$ cat src/hw/rtl/psfa_pkg.sv
// shared types and constants of the particle sensor frame averager
`default_nettype none

package psfa_pkg;

    // reading and result widths
    localparam int PM_W         = 16;
    localparam int MEAN_W       = 20;
    localparam int SAMPLES_W    = 5;
    localparam int NUM_READINGS = 3;
    localparam int MEAN_MAX     = 20'hFFFFF;

    // frame layout
    localparam int START_BYTE        = 8'h42;
    localparam int FRAME_LEN         = 32;
    localparam int POS_W             = 5;
    localparam int SUM_LEN           = 30;
    localparam int FIRST_READING_POS = 10;
    localparam int LAST_READING_POS  = 15;
    localparam int POS_LAST          = FRAME_LEN - 1;

    // one parsed frame handed from the front to the back
    typedef struct packed {
        logic [NUM_READINGS-1:0][PM_W-1:0] pm;
        logic                              good;
    } psfa_frame_t;

endpackage

`default_nettype wire

$ cat src/hw/rtl/psfa_front.sv
// byte parser: hunts for the start byte, collects readings and checks the sum
`default_nettype none

module psfa_front (
    input  logic                  clk,
    input  logic                  rst_n,
    input  logic [7:0]            rx_byte,
    input  logic                  rx_valid,
    output logic                  rx_ready,
    output psfa_pkg::psfa_frame_t frame,
    output logic                  frame_valid,
    input  logic                  frame_ready
);
    import psfa_pkg::*;

    logic [POS_W-1:0]    pos_reg;
    logic [15:0]         sum_reg;
    logic [7:0]          chk_high_reg;
    logic [PM_W-1:0]     readings_reg [NUM_READINGS];
    logic                byte_take;
    logic                in_readings;
    logic [1:0]          reading_idx;
    logic [POS_W-1:0]    reading_off;

    // a word is taken only when the queue can hold a finished frame
    assign rx_ready  = frame_ready;
    assign byte_take = rx_valid && rx_ready;

    // readings occupy bytes 10..15, two bytes per reading
    assign in_readings = (pos_reg >= POS_W'(FIRST_READING_POS)) &&
                         (pos_reg <= POS_W'(LAST_READING_POS));
    assign reading_off = pos_reg - POS_W'(FIRST_READING_POS);
    assign reading_idx = reading_off[2:1];

    // frame record offered on the last byte
    assign frame_valid = rx_valid && (pos_reg == POS_W'(POS_LAST));
    assign frame.pm[0] = readings_reg[0];
    assign frame.pm[1] = readings_reg[1];
    assign frame.pm[2] = readings_reg[2];
    assign frame.good  = ({chk_high_reg, rx_byte} == sum_reg);

    // position counter and running byte sum
    always_ff @(posedge clk or negedge rst_n)
    begin
        if (!rst_n)
        begin
            pos_reg      <= '0;
            sum_reg      <= '0;
            chk_high_reg <= '0;
        end
        else if (byte_take)
        begin
            if (pos_reg == '0)
            begin
                if (rx_byte == 8'(START_BYTE))
                begin
                    sum_reg <= 16'(rx_byte);
                    pos_reg <= POS_W'(1);
                end
            end
            else
            begin
                if (pos_reg < POS_W'(SUM_LEN))
                    sum_reg <= sum_reg + 16'(rx_byte);
                if (pos_reg == POS_W'(SUM_LEN))
                    chk_high_reg <= rx_byte;
                if (pos_reg == POS_W'(POS_LAST))
                    pos_reg <= '0;
                else
                    pos_reg <= pos_reg + POS_W'(1);
            end
        end
    end

    // big-endian reading capture
    always_ff @(posedge clk or negedge rst_n)
    begin
        if (!rst_n)
        begin
            for (int i = 0; i < NUM_READINGS; i++)
                readings_reg[i] <= '0;
        end
        else if (byte_take && in_readings)
        begin
            if (!pos_reg[0])
                readings_reg[reading_idx][15:8] <= rx_byte;
            else
                readings_reg[reading_idx][7:0] <= rx_byte;
        end
    end

endmodule

`default_nettype wire

$ cat src/hw/rtl/psfa_queue.sv
// two-entry frame queue between the parser and the averager
`default_nettype none

module psfa_queue (
    input  logic                  clk,
    input  logic                  rst_n,
    input  psfa_pkg::psfa_frame_t in_frame,
    input  logic                  in_valid,
    output logic                  in_ready,
    output psfa_pkg::psfa_frame_t out_frame,
    output logic                  out_valid,
    input  logic                  out_ready
);
    import psfa_pkg::*;

    psfa_frame_t entries_reg [2];
    logic        wr_ptr_reg;
    logic        rd_ptr_reg;
    logic [1:0]  fill_reg;
    logic        push;
    logic        pop;

    assign in_ready  = (fill_reg != 2'd2);
    assign out_valid = (fill_reg != 2'd0);
    assign out_frame = entries_reg[rd_ptr_reg];
    assign push      = in_valid && in_ready;
    assign pop       = out_valid && out_ready;

    // pointers and fill level
    always_ff @(posedge clk or negedge rst_n)
    begin
        if (!rst_n)
        begin
            wr_ptr_reg <= 1'b0;
            rd_ptr_reg <= 1'b0;
            fill_reg   <= 2'd0;
        end
        else
        begin
            if (push)
                wr_ptr_reg <= ~wr_ptr_reg;
            if (pop)
                rd_ptr_reg <= ~rd_ptr_reg;
            if (push && !pop)
                fill_reg <= fill_reg + 2'd1;
            else if (pop && !push)
                fill_reg <= fill_reg - 2'd1;
        end
    end

    // entry storage
    always_ff @(posedge clk)
    begin
        if (push)
            entries_reg[wr_ptr_reg] <= in_frame;
    end

endmodule

`default_nettype wire

$ cat src/hw/rtl/psfa_back.sv
// averager: history ring, running totals, serial rounding divider, result register
`default_nettype none

module psfa_back #(
    parameter int WINDOW    = 25,
    parameter int FRAC_BITS = 4
) (
    input  logic                              clk,
    input  logic                              rst_n,
    input  psfa_pkg::psfa_frame_t             frame,
    input  logic                              frame_valid,
    output logic                              frame_ready,
    output logic [psfa_pkg::PM_W-1:0]         pm1_now,
    output logic [psfa_pkg::PM_W-1:0]         pm2_5_now,
    output logic [psfa_pkg::PM_W-1:0]         pm10_now,
    output logic [psfa_pkg::MEAN_W-1:0]       pm1_mean,
    output logic [psfa_pkg::MEAN_W-1:0]       pm2_5_mean,
    output logic [psfa_pkg::MEAN_W-1:0]       pm10_mean,
    output logic [psfa_pkg::SAMPLES_W-1:0]    samples_in_window,
    output logic                              frame_status,
    output logic                              out_valid,
    input  logic                              out_ready
);
    import psfa_pkg::*;

    localparam int CNT_W  = $clog2(WINDOW + 1);
    localparam int SLOT_W = (WINDOW > 1) ? $clog2(WINDOW) : 1;
    localparam int TOT_W  = PM_W + CNT_W;
    localparam int NUM_W  = TOT_W + FRAC_BITS + 1;
    localparam int STEP_W = $clog2(NUM_W + 1);

    typedef enum logic [2:0] {
        ST_IDLE,
        ST_FETCH,
        ST_ACCUM,
        ST_LOAD,
        ST_DIVIDE,
        ST_SAVE,
        ST_FINISH
    } state_t;

    state_t                            state_reg;
    psfa_frame_t                       cur_reg;
    logic [SLOT_W-1:0]                 slot_reg;
    logic [CNT_W-1:0]                  count_reg;
    logic [TOT_W-1:0]                  totals_reg [NUM_READINGS];
    logic [NUM_W-1:0]                  quo_reg    [NUM_READINGS];
    logic [CNT_W-1:0]                  rem_reg    [NUM_READINGS];
    logic [MEAN_W-1:0]                 means_reg  [NUM_READINGS];
    logic [STEP_W-1:0]                 step_reg;
    logic [NUM_READINGS-1:0][PM_W-1:0] ring_mem   [WINDOW];
    logic [NUM_READINGS-1:0][PM_W-1:0] ring_rd_reg;

    logic                              full;
    logic                              out_load;
    logic [TOT_W-1:0]                  tot_nx     [NUM_READINGS];
    logic [CNT_W:0]                    rem_sh     [NUM_READINGS];
    logic [CNT_W-1:0]                  rem_nx     [NUM_READINGS];
    logic [NUM_W-1:0]                  quo_nx     [NUM_READINGS];
    logic [MEAN_W-1:0]                 mean_sat   [NUM_READINGS];
    logic [CNT_W:0]                    den_ext;

    assign frame_ready = (state_reg == ST_IDLE);
    assign full        = (count_reg == CNT_W'(WINDOW));
    assign den_ext     = {1'b0, count_reg};

    // result register loads when the finished word has room
    assign out_load    = (state_reg == ST_FINISH) && (!out_valid || out_ready);

    // total update: oldest entry leaves once the window is full
    always_comb
    begin
        for (int k = 0; k < NUM_READINGS; k++)
        begin
            tot_nx[k] = totals_reg[k] + TOT_W'(cur_reg.pm[k]);
            if (full)
                tot_nx[k] = tot_nx[k] - TOT_W'(ring_rd_reg[k]);
        end
    end

    // one restoring divide step per lane
    always_comb
    begin
        for (int k = 0; k < NUM_READINGS; k++)
        begin
            rem_sh[k] = {rem_reg[k], quo_reg[k][NUM_W-1]};
            if (rem_sh[k] >= den_ext)
            begin
                rem_nx[k] = CNT_W'(rem_sh[k] - den_ext);
                quo_nx[k] = {quo_reg[k][NUM_W-2:0], 1'b1};
            end
            else
            begin
                rem_nx[k] = CNT_W'(rem_sh[k]);
                quo_nx[k] = {quo_reg[k][NUM_W-2:0], 1'b0};
            end
        end
    end

    // clamp quotient to the mean field
    always_comb
    begin
        for (int k = 0; k < NUM_READINGS; k++)
        begin
            if (32'(quo_reg[k]) > 32'(MEAN_MAX))
                mean_sat[k] = MEAN_W'(MEAN_MAX);
            else
                mean_sat[k] = MEAN_W'(quo_reg[k]);
        end
    end

    // history ring, registered read at the write slot
    always_ff @(posedge clk)
    begin
        if (state_reg == ST_ACCUM)
            ring_mem[slot_reg] <= cur_reg.pm;
        ring_rd_reg <= ring_mem[slot_reg];
    end

    // sequencer with result register
    always_ff @(posedge clk or negedge rst_n)
    begin
        if (!rst_n)
        begin
            state_reg         <= ST_IDLE;
            cur_reg           <= '0;
            slot_reg          <= '0;
            count_reg         <= '0;
            step_reg          <= '0;
            out_valid         <= 1'b0;
            pm1_now           <= '0;
            pm2_5_now         <= '0;
            pm10_now          <= '0;
            pm1_mean          <= '0;
            pm2_5_mean        <= '0;
            pm10_mean         <= '0;
            samples_in_window <= '0;
            frame_status      <= 1'b0;
            for (int k = 0; k < NUM_READINGS; k++)
            begin
                totals_reg[k] <= '0;
                quo_reg[k]    <= '0;
                rem_reg[k]    <= '0;
                means_reg[k]  <= '0;
            end
        end
        else
        begin
            if (out_load)
                out_valid <= 1'b1;
            else if (out_valid && out_ready)
                out_valid <= 1'b0;

            case (state_reg)
                ST_IDLE:
                begin
                    if (frame_valid)
                    begin
                        cur_reg   <= frame;
                        state_reg <= frame.good ? ST_FETCH : ST_FINISH;
                    end
                end
                ST_FETCH:
                begin
                    state_reg <= ST_ACCUM;
                end
                ST_ACCUM:
                begin
                    for (int k = 0; k < NUM_READINGS; k++)
                        totals_reg[k] <= tot_nx[k];
                    if (!full)
                        count_reg <= count_reg + CNT_W'(1);
                    if (slot_reg == SLOT_W'(WINDOW - 1))
                        slot_reg <= '0;
                    else
                        slot_reg <= slot_reg + SLOT_W'(1);
                    state_reg <= ST_LOAD;
                end
                ST_LOAD:
                begin
                    // dividend is total scaled plus half the count for rounding
                    for (int k = 0; k < NUM_READINGS; k++)
                    begin
                        quo_reg[k] <= (NUM_W'(totals_reg[k]) << FRAC_BITS) +
                                      NUM_W'(count_reg >> 1);
                        rem_reg[k] <= '0;
                    end
                    step_reg  <= '0;
                    state_reg <= ST_DIVIDE;
                end
                ST_DIVIDE:
                begin
                    for (int k = 0; k < NUM_READINGS; k++)
                    begin
                        quo_reg[k] <= quo_nx[k];
                        rem_reg[k] <= rem_nx[k];
                    end
                    step_reg <= step_reg + STEP_W'(1);
                    if (step_reg == STEP_W'(NUM_W - 1))
                        state_reg <= ST_SAVE;
                end
                ST_SAVE:
                begin
                    for (int k = 0; k < NUM_READINGS; k++)
                        means_reg[k] <= mean_sat[k];
                    state_reg <= ST_FINISH;
                end
                ST_FINISH:
                begin
                    if (out_load)
                    begin
                        pm1_now           <= cur_reg.good ? cur_reg.pm[0] : '0;
                        pm2_5_now         <= cur_reg.good ? cur_reg.pm[1] : '0;
                        pm10_now          <= cur_reg.good ? cur_reg.pm[2] : '0;
                        pm1_mean          <= means_reg[0];
                        pm2_5_mean        <= means_reg[1];
                        pm10_mean         <= means_reg[2];
                        samples_in_window <= SAMPLES_W'(count_reg);
                        frame_status      <= ~cur_reg.good;
                        state_reg         <= ST_IDLE;
                    end
                end
                default:
                begin
                    state_reg <= ST_IDLE;
                end
            endcase
        end
    end

    // frame count never passes the window
    a_count_bound: assert property (@(posedge clk) disable iff (!rst_n)
        count_reg <= CNT_W'(WINDOW))
        else $error("frame count beyond window");

    // write slot stays inside the ring
    a_slot_bound: assert property (@(posedge clk) disable iff (!rst_n)
        slot_reg <= SLOT_W'(WINDOW - 1))
        else $error("write slot outside ring");

    // divider never runs with a zero divisor
    a_divisor: assert property (@(posedge clk) disable iff (!rst_n)
        (state_reg == ST_DIVIDE) |-> (count_reg != '0))
        else $error("divide by zero count");

    // a mismatch word carries no readings
    a_bad_zero: assert property (@(posedge clk) disable iff (!rst_n)
        (out_valid && frame_status) |->
            (pm1_now == '0 && pm2_5_now == '0 && pm10_now == '0))
        else $error("mismatch word with readings");

    // a good frame only reaches the output through the divider
    a_good_path: assert property (@(posedge clk) disable iff (!rst_n)
        (state_reg == ST_SAVE) |-> $past(state_reg == ST_DIVIDE))
        else $error("means saved without divide");

endmodule

`default_nettype wire

$ cat src/hw/rtl/particle_sensor_frame_averager.sv
// Particle sensor frame averager: parses 32-byte sensor frames and averages readings.
//
// Input channel rx_byte / rx_valid / rx_ready takes one received byte per word.
// Bytes are dropped until a 0x42 start byte; then 32 bytes form a frame whose
// checksum is compared against the 16-bit sum of bytes 0..29.
// Output channel out_valid / out_ready gives one word per completed frame:
// the three readings, their window averages with FRAC_BITS fraction bits
// (rounded to nearest, clamped to 20 bits), the frame count and a status bit.
// Bytes are taken at one per cycle while rx_ready is high. A good frame passes
// through the queue and the averager states fetch, accumulate, load, bit-serial
// divide, save and finish before out_valid rises; the dividend is NUM_W = 16 +
// clog2(WINDOW+1) + FRAC_BITS + 1 bits wide. A mismatch frame skips the divider.
// A two-frame queue sits between the byte parser and the averager, so the
// parser keeps taking bytes while a result waits; rx_ready drops only when
// both queue entries hold frames the averager has not yet taken.
// Reset clears the parser, the frame count, totals and means; the history
// ring is not cleared, its entries are read only after being written.
`default_nettype none

module particle_sensor_frame_averager #(
    parameter int WINDOW    = 25,
    parameter int FRAC_BITS = 4
) (
    input  logic                           clk,
    input  logic                           rst_n,
    input  logic [7:0]                     rx_byte,
    input  logic                           rx_valid,
    output logic                           rx_ready,
    output logic [psfa_pkg::PM_W-1:0]      pm1_now,
    output logic [psfa_pkg::PM_W-1:0]      pm2_5_now,
    output logic [psfa_pkg::PM_W-1:0]      pm10_now,
    output logic [psfa_pkg::MEAN_W-1:0]    pm1_mean,
    output logic [psfa_pkg::MEAN_W-1:0]    pm2_5_mean,
    output logic [psfa_pkg::MEAN_W-1:0]    pm10_mean,
    output logic [psfa_pkg::SAMPLES_W-1:0] samples_in_window,
    output logic                           frame_status,
    output logic                           out_valid,
    input  logic                           out_ready
);
    import psfa_pkg::*;

    psfa_frame_t front_frame;
    logic        front_valid;
    logic        front_ready;
    psfa_frame_t back_frame;
    logic        back_valid;
    logic        back_ready;

    // byte parser
    psfa_front u_front (
        .clk         (clk),
        .rst_n       (rst_n),
        .rx_byte     (rx_byte),
        .rx_valid    (rx_valid),
        .rx_ready    (rx_ready),
        .frame       (front_frame),
        .frame_valid (front_valid),
        .frame_ready (front_ready)
    );

    // frame queue
    psfa_queue u_queue (
        .clk       (clk),
        .rst_n     (rst_n),
        .in_frame  (front_frame),
        .in_valid  (front_valid),
        .in_ready  (front_ready),
        .out_frame (back_frame),
        .out_valid (back_valid),
        .out_ready (back_ready)
    );

    // averager
    psfa_back #(
        .WINDOW    (WINDOW),
        .FRAC_BITS (FRAC_BITS)
    ) u_back (
        .clk               (clk),
        .rst_n             (rst_n),
        .frame             (back_frame),
        .frame_valid       (back_valid),
        .frame_ready       (back_ready),
        .pm1_now           (pm1_now),
        .pm2_5_now         (pm2_5_now),
        .pm10_now          (pm10_now),
        .pm1_mean          (pm1_mean),
        .pm2_5_mean        (pm2_5_mean),
        .pm10_mean         (pm10_mean),
        .samples_in_window (samples_in_window),
        .frame_status      (frame_status),
        .out_valid         (out_valid),
        .out_ready         (out_ready)
    );

endmodule

`default_nettype wire
$ cat config.mk
export PLATFORM = sky130hd
export DESIGN_NAME = particle_sensor_frame_averager
export DESIGN_NICKNAME = d
export VERILOG_FILES = /design/src/hw/rtl/psfa_pkg.sv /design/src/hw/rtl/psfa_front.sv /design/src/hw/rtl/psfa_queue.sv /design/src/hw/rtl/psfa_back.sv /design/src/hw/rtl/particle_sensor_frame_averager.sv
export SDC_FILE = /design/constraint.sdc
export NUM_CORES = 2
export LEC_CHECK = 0
export BUFFER_PORTS_ARGS = -buffer_cell sky130_fd_sc_hd__buf_2
export CORE_MARGIN = 2
export CORE_UTILIZATION = 35
export DETAILED_ROUTE_END_ITERATION = 12
export GPL_TIMING_DRIVEN = 0
export PLACE_DENSITY = 0.54
export SYNTH_ARGS = -nofsm -noshare
export SYNTH_HDL_FRONTEND = slang
export SYNTH_HIERARCHICAL = 1
export SYNTH_SLANG_ARGS = --single-unit
export TNS_END_PERCENT = 30
$ cat constraint.sdc
create_clock -name clk -period 14.3 [get_ports clk]
set_input_delay 1.43 -clock clk [delete_from_list [all_inputs] [get_ports clk]]
set_output_delay 1.43 -clock clk [all_outputs]
set_load 0.01 [all_outputs]
==> impl_metrics.yaml <==
logic_synthesis:
  synth_area_leaders: "edfxtp_1 52%, dfrtp_1 16%, mux4_2 8.7%"
  yosys_warnings: 6
  async_reset_ff_frac: 0.2625
  synth-edff-count: 1298
  syn_area_mm2: 0.07561
  syn_inst: 4930
  synth-seq-cells: 1825
  yosys.area.top_type: "edfxtp_1"
  synthFlopType: "edfxtp_1"
  synth_cell_types: 96
  syn_avg_cell_area_um2: 15.34
  yosysSeqAreaShare: 0.6867
  synth_top_area_frac: 0.5155
  synth_fp_nets: 5085
routing:
  firstDrtPassIters: 6
  routed_wl_um: 195900
  met2_length_um: 91020
  drc: 0
  route.vias.total: 43315
  met1_length_um: 89150
  ant_nets: 0
  drt_iter0_drc: 4479
  dr_wl_met3_um: 11660
  routed.top_layer: "met4"
  wl_per_cell_um: 23.60
  vias_per_cell: 5.219
worst_hold_path:
  hold_path_class: "reg2reg"
pwr:
  vdd_ir_drop_max_mv: 0.1391
  powerDensity_mw_per_mm2: 247.8
  leakagePower_uw: 0.03203
sta:
  worst_slew_pin_slew_ns: 1.404
  finalSetupViolCount: 0
  max_slew_margin: 0.06381
  clock-skew-final_ns: 0.03671
  slew_violations: 0
  fin_crit_ns: 5.916
  final.period_utilization: 0.4137
  setup-tns-final_ns: 0
  hold_violations: 0
  fmax_mhz: 169.0
  rsz0062_at_grt: "no"
  worst_slack_ns: 8.384
status:
  status: "completed"
placed_design:
  place_inst: 7952
  pre_cts_slack_ns: 8.451
  dp_hpwl_um: 136000
  io_buffers: 127
  finalWeightedCongestion: 0.8446
floorplanning:
  fp-row-count: 170
  coreArea_mm2: 0.2146
  io_pins: 128
  die_w_um: 468.8
  dieArea_mm2: 0.2198
  die_h_um: 468.8
  start_util: 0.3523
setup_path:
  slowest_delay_ns: 0.87
  path_buf_inv: 0
  critPathKind: "reg2reg"
  crit_fanout: 28
  crit_required_ns: 15.00
  crit_path_end_kind: "flip-flop"
  crit_slowest_cell: "dfrtp_1"
  start_kind: "flip-flop"
  arrival_ns: 6.61
  crit_path_cell_trace: "ha_1, fa_1, a211oi_1, nor2_1, a41oi_1, a31oi_1, or2_2, a21o_1, a21oi_1, xnor2_1, ha_1, a21o_1, a21oi_1, o21ai_0, a2111oi_1, a211oi_1, o211ai_1, a21bo_2, xor2_1"
  crit_family: "compound AO/OA/AOI/OAI gates"
job:
  drv_cap: 0
clock_tree:
  htree_num_levels: 4
  cts_buffer_depth: 3
  cts_buffers: 186
  root_buffer: "clkbuf_16"
  postCtsSetupRepairBufs: 0
  cts_sinks: 1825
  ctsHoldBuffers: 0
  path_clk_slew_ns: 0.06
  cts_resized: 0
  cts_tree: "done"
  clk_latency_ns: 0.83
global_routing:
  grt_antenna_before_repair: 5
  track_usage: 0.1772
  grt_pass1_vias: 43693
  gr-total-overflow: 0
  grt_max_degree: 121
  grt_pass1_wl_um: 289200
final_layout:
  largest_register_ff_count: 1200
  syn2layout_area_growth_pct: 15.33
  layout_common_cells: "1,298 x edfxtp_1, 664 x nand2_1, 473 x dfrtp_1, 291 x mux4_2, 242 x nor2_1"
  drive_gt1_frac: 0.1841
  mostFrequentLayoutCell: "edfxtp_1"
  final_cells: 8300
  nets: 5457
-- where the power goes --
group          switching [uW]  leakage (uW)  internal (uW)
logic                    5120        0.0111           3520
registers                1250        0.0181           7050
clock network            2040       0.00286           2640
-- Yosys cell counts, drive strengths merged (9+ instances only) --
master	count
nand2	665
a21o	39
o21a	12
edfxtp	1298
xor2	41
o21bai	16
nand4	15
dfrtp	479
nor2b	19
a22oi	132
mux4	291
buf	79
nor2	268
o21ai	176
xnor2	79
a21oi	228
nor4	13
and2	15
dfxtp	48
a32oi	10
nand2b	21
o211ai	18
mux2i	60
fa	10
inv	99
o221ai	9
clkbuf	167
ha	133
o31ai	12
nor3	34
a211oi	24
or4	10
or3	10
a221o	11
nand3	117
mux2	160
-- logic make-up (layout without fill, tap and decap cells) --
group	after synthesis	count (layout)	share of synthesized area
xor+xnor	120	120	0.01400
simple gates	1229	1229	0.06978
other cells	0	3	0
flops	1825	1825	0.6867
fa+ha+maj	143	143	0.02466
buf+inv	345	874	0.01895
mux	511	511	0.1209
compound gates	757	757	0.06500
-- worst paths after layout --
check	startpoint	end	slack, ns	cells past startpoint
worst min register to register	u_front/frame[38]	u_queue/entries_reg[0][38]	0.46	0
worst max-delay path	u_back/cur_reg[33]	u_back/totals_reg[19]	8.38	19
max in group asynchronous	rst_n	u_back/cur_reg[12]	12.14	3
min in group asynchronous	rst_n	u_back/pm2_5_mean[1]	0.58	1
worst min-delay path	u_front/frame[38]	u_queue/entries_reg[0][38]	0.46	0
worst max register to register	u_back/cur_reg[33]	u_back/totals_reg[19]	8.38	19
-- metrics by stage --
| step | total power (uW) | util | area, um^2 | hold WS [ns] |
|---|---|---|---|---|
| finish | 21610 | 0.4063 | 87200 | 0.4636 |
| global route | 22970 | 0.4063 | 87190 | 0.4736 |
| CTS | 21760 | 0.4062 | 87180 | 0.4587 |
| detailed placement | 17030 | 0.3789 | 81330 | 0.4505 |
| global placement | 16820 | 0.3718 | 79800 | 0.4434 |
| floorplan | 13970 | - | 75610 | 0.4284 |
-- cell type report --
cell class                      count  area [um^2]
Timing Repair Buffer              184         1959
Clock inverter                     77        645.6
Inverter                           99        371.6
Sequential cell                  1825        51930
Fill cell                       19495       127400
Multi-Input combinational cell   2760        22470
Clock buffer                      268         5206
Buffer                            246         1061
Antenna cell                        3        7.507
Tap cell                         2838         3551
-- layer usage --
| layer | GRT usage | up-vias |
|---|---|---|
| li1 | - | 19523 |
| met5 | 0 | - |
| met4 | 0.04278 | 0 |
| met3 | 0.02533 | 241 |
| met1 | 0.2544 | 22217 |
| met2 | 0.2841 | 1334 |
(Power assumes the default switching activity.)
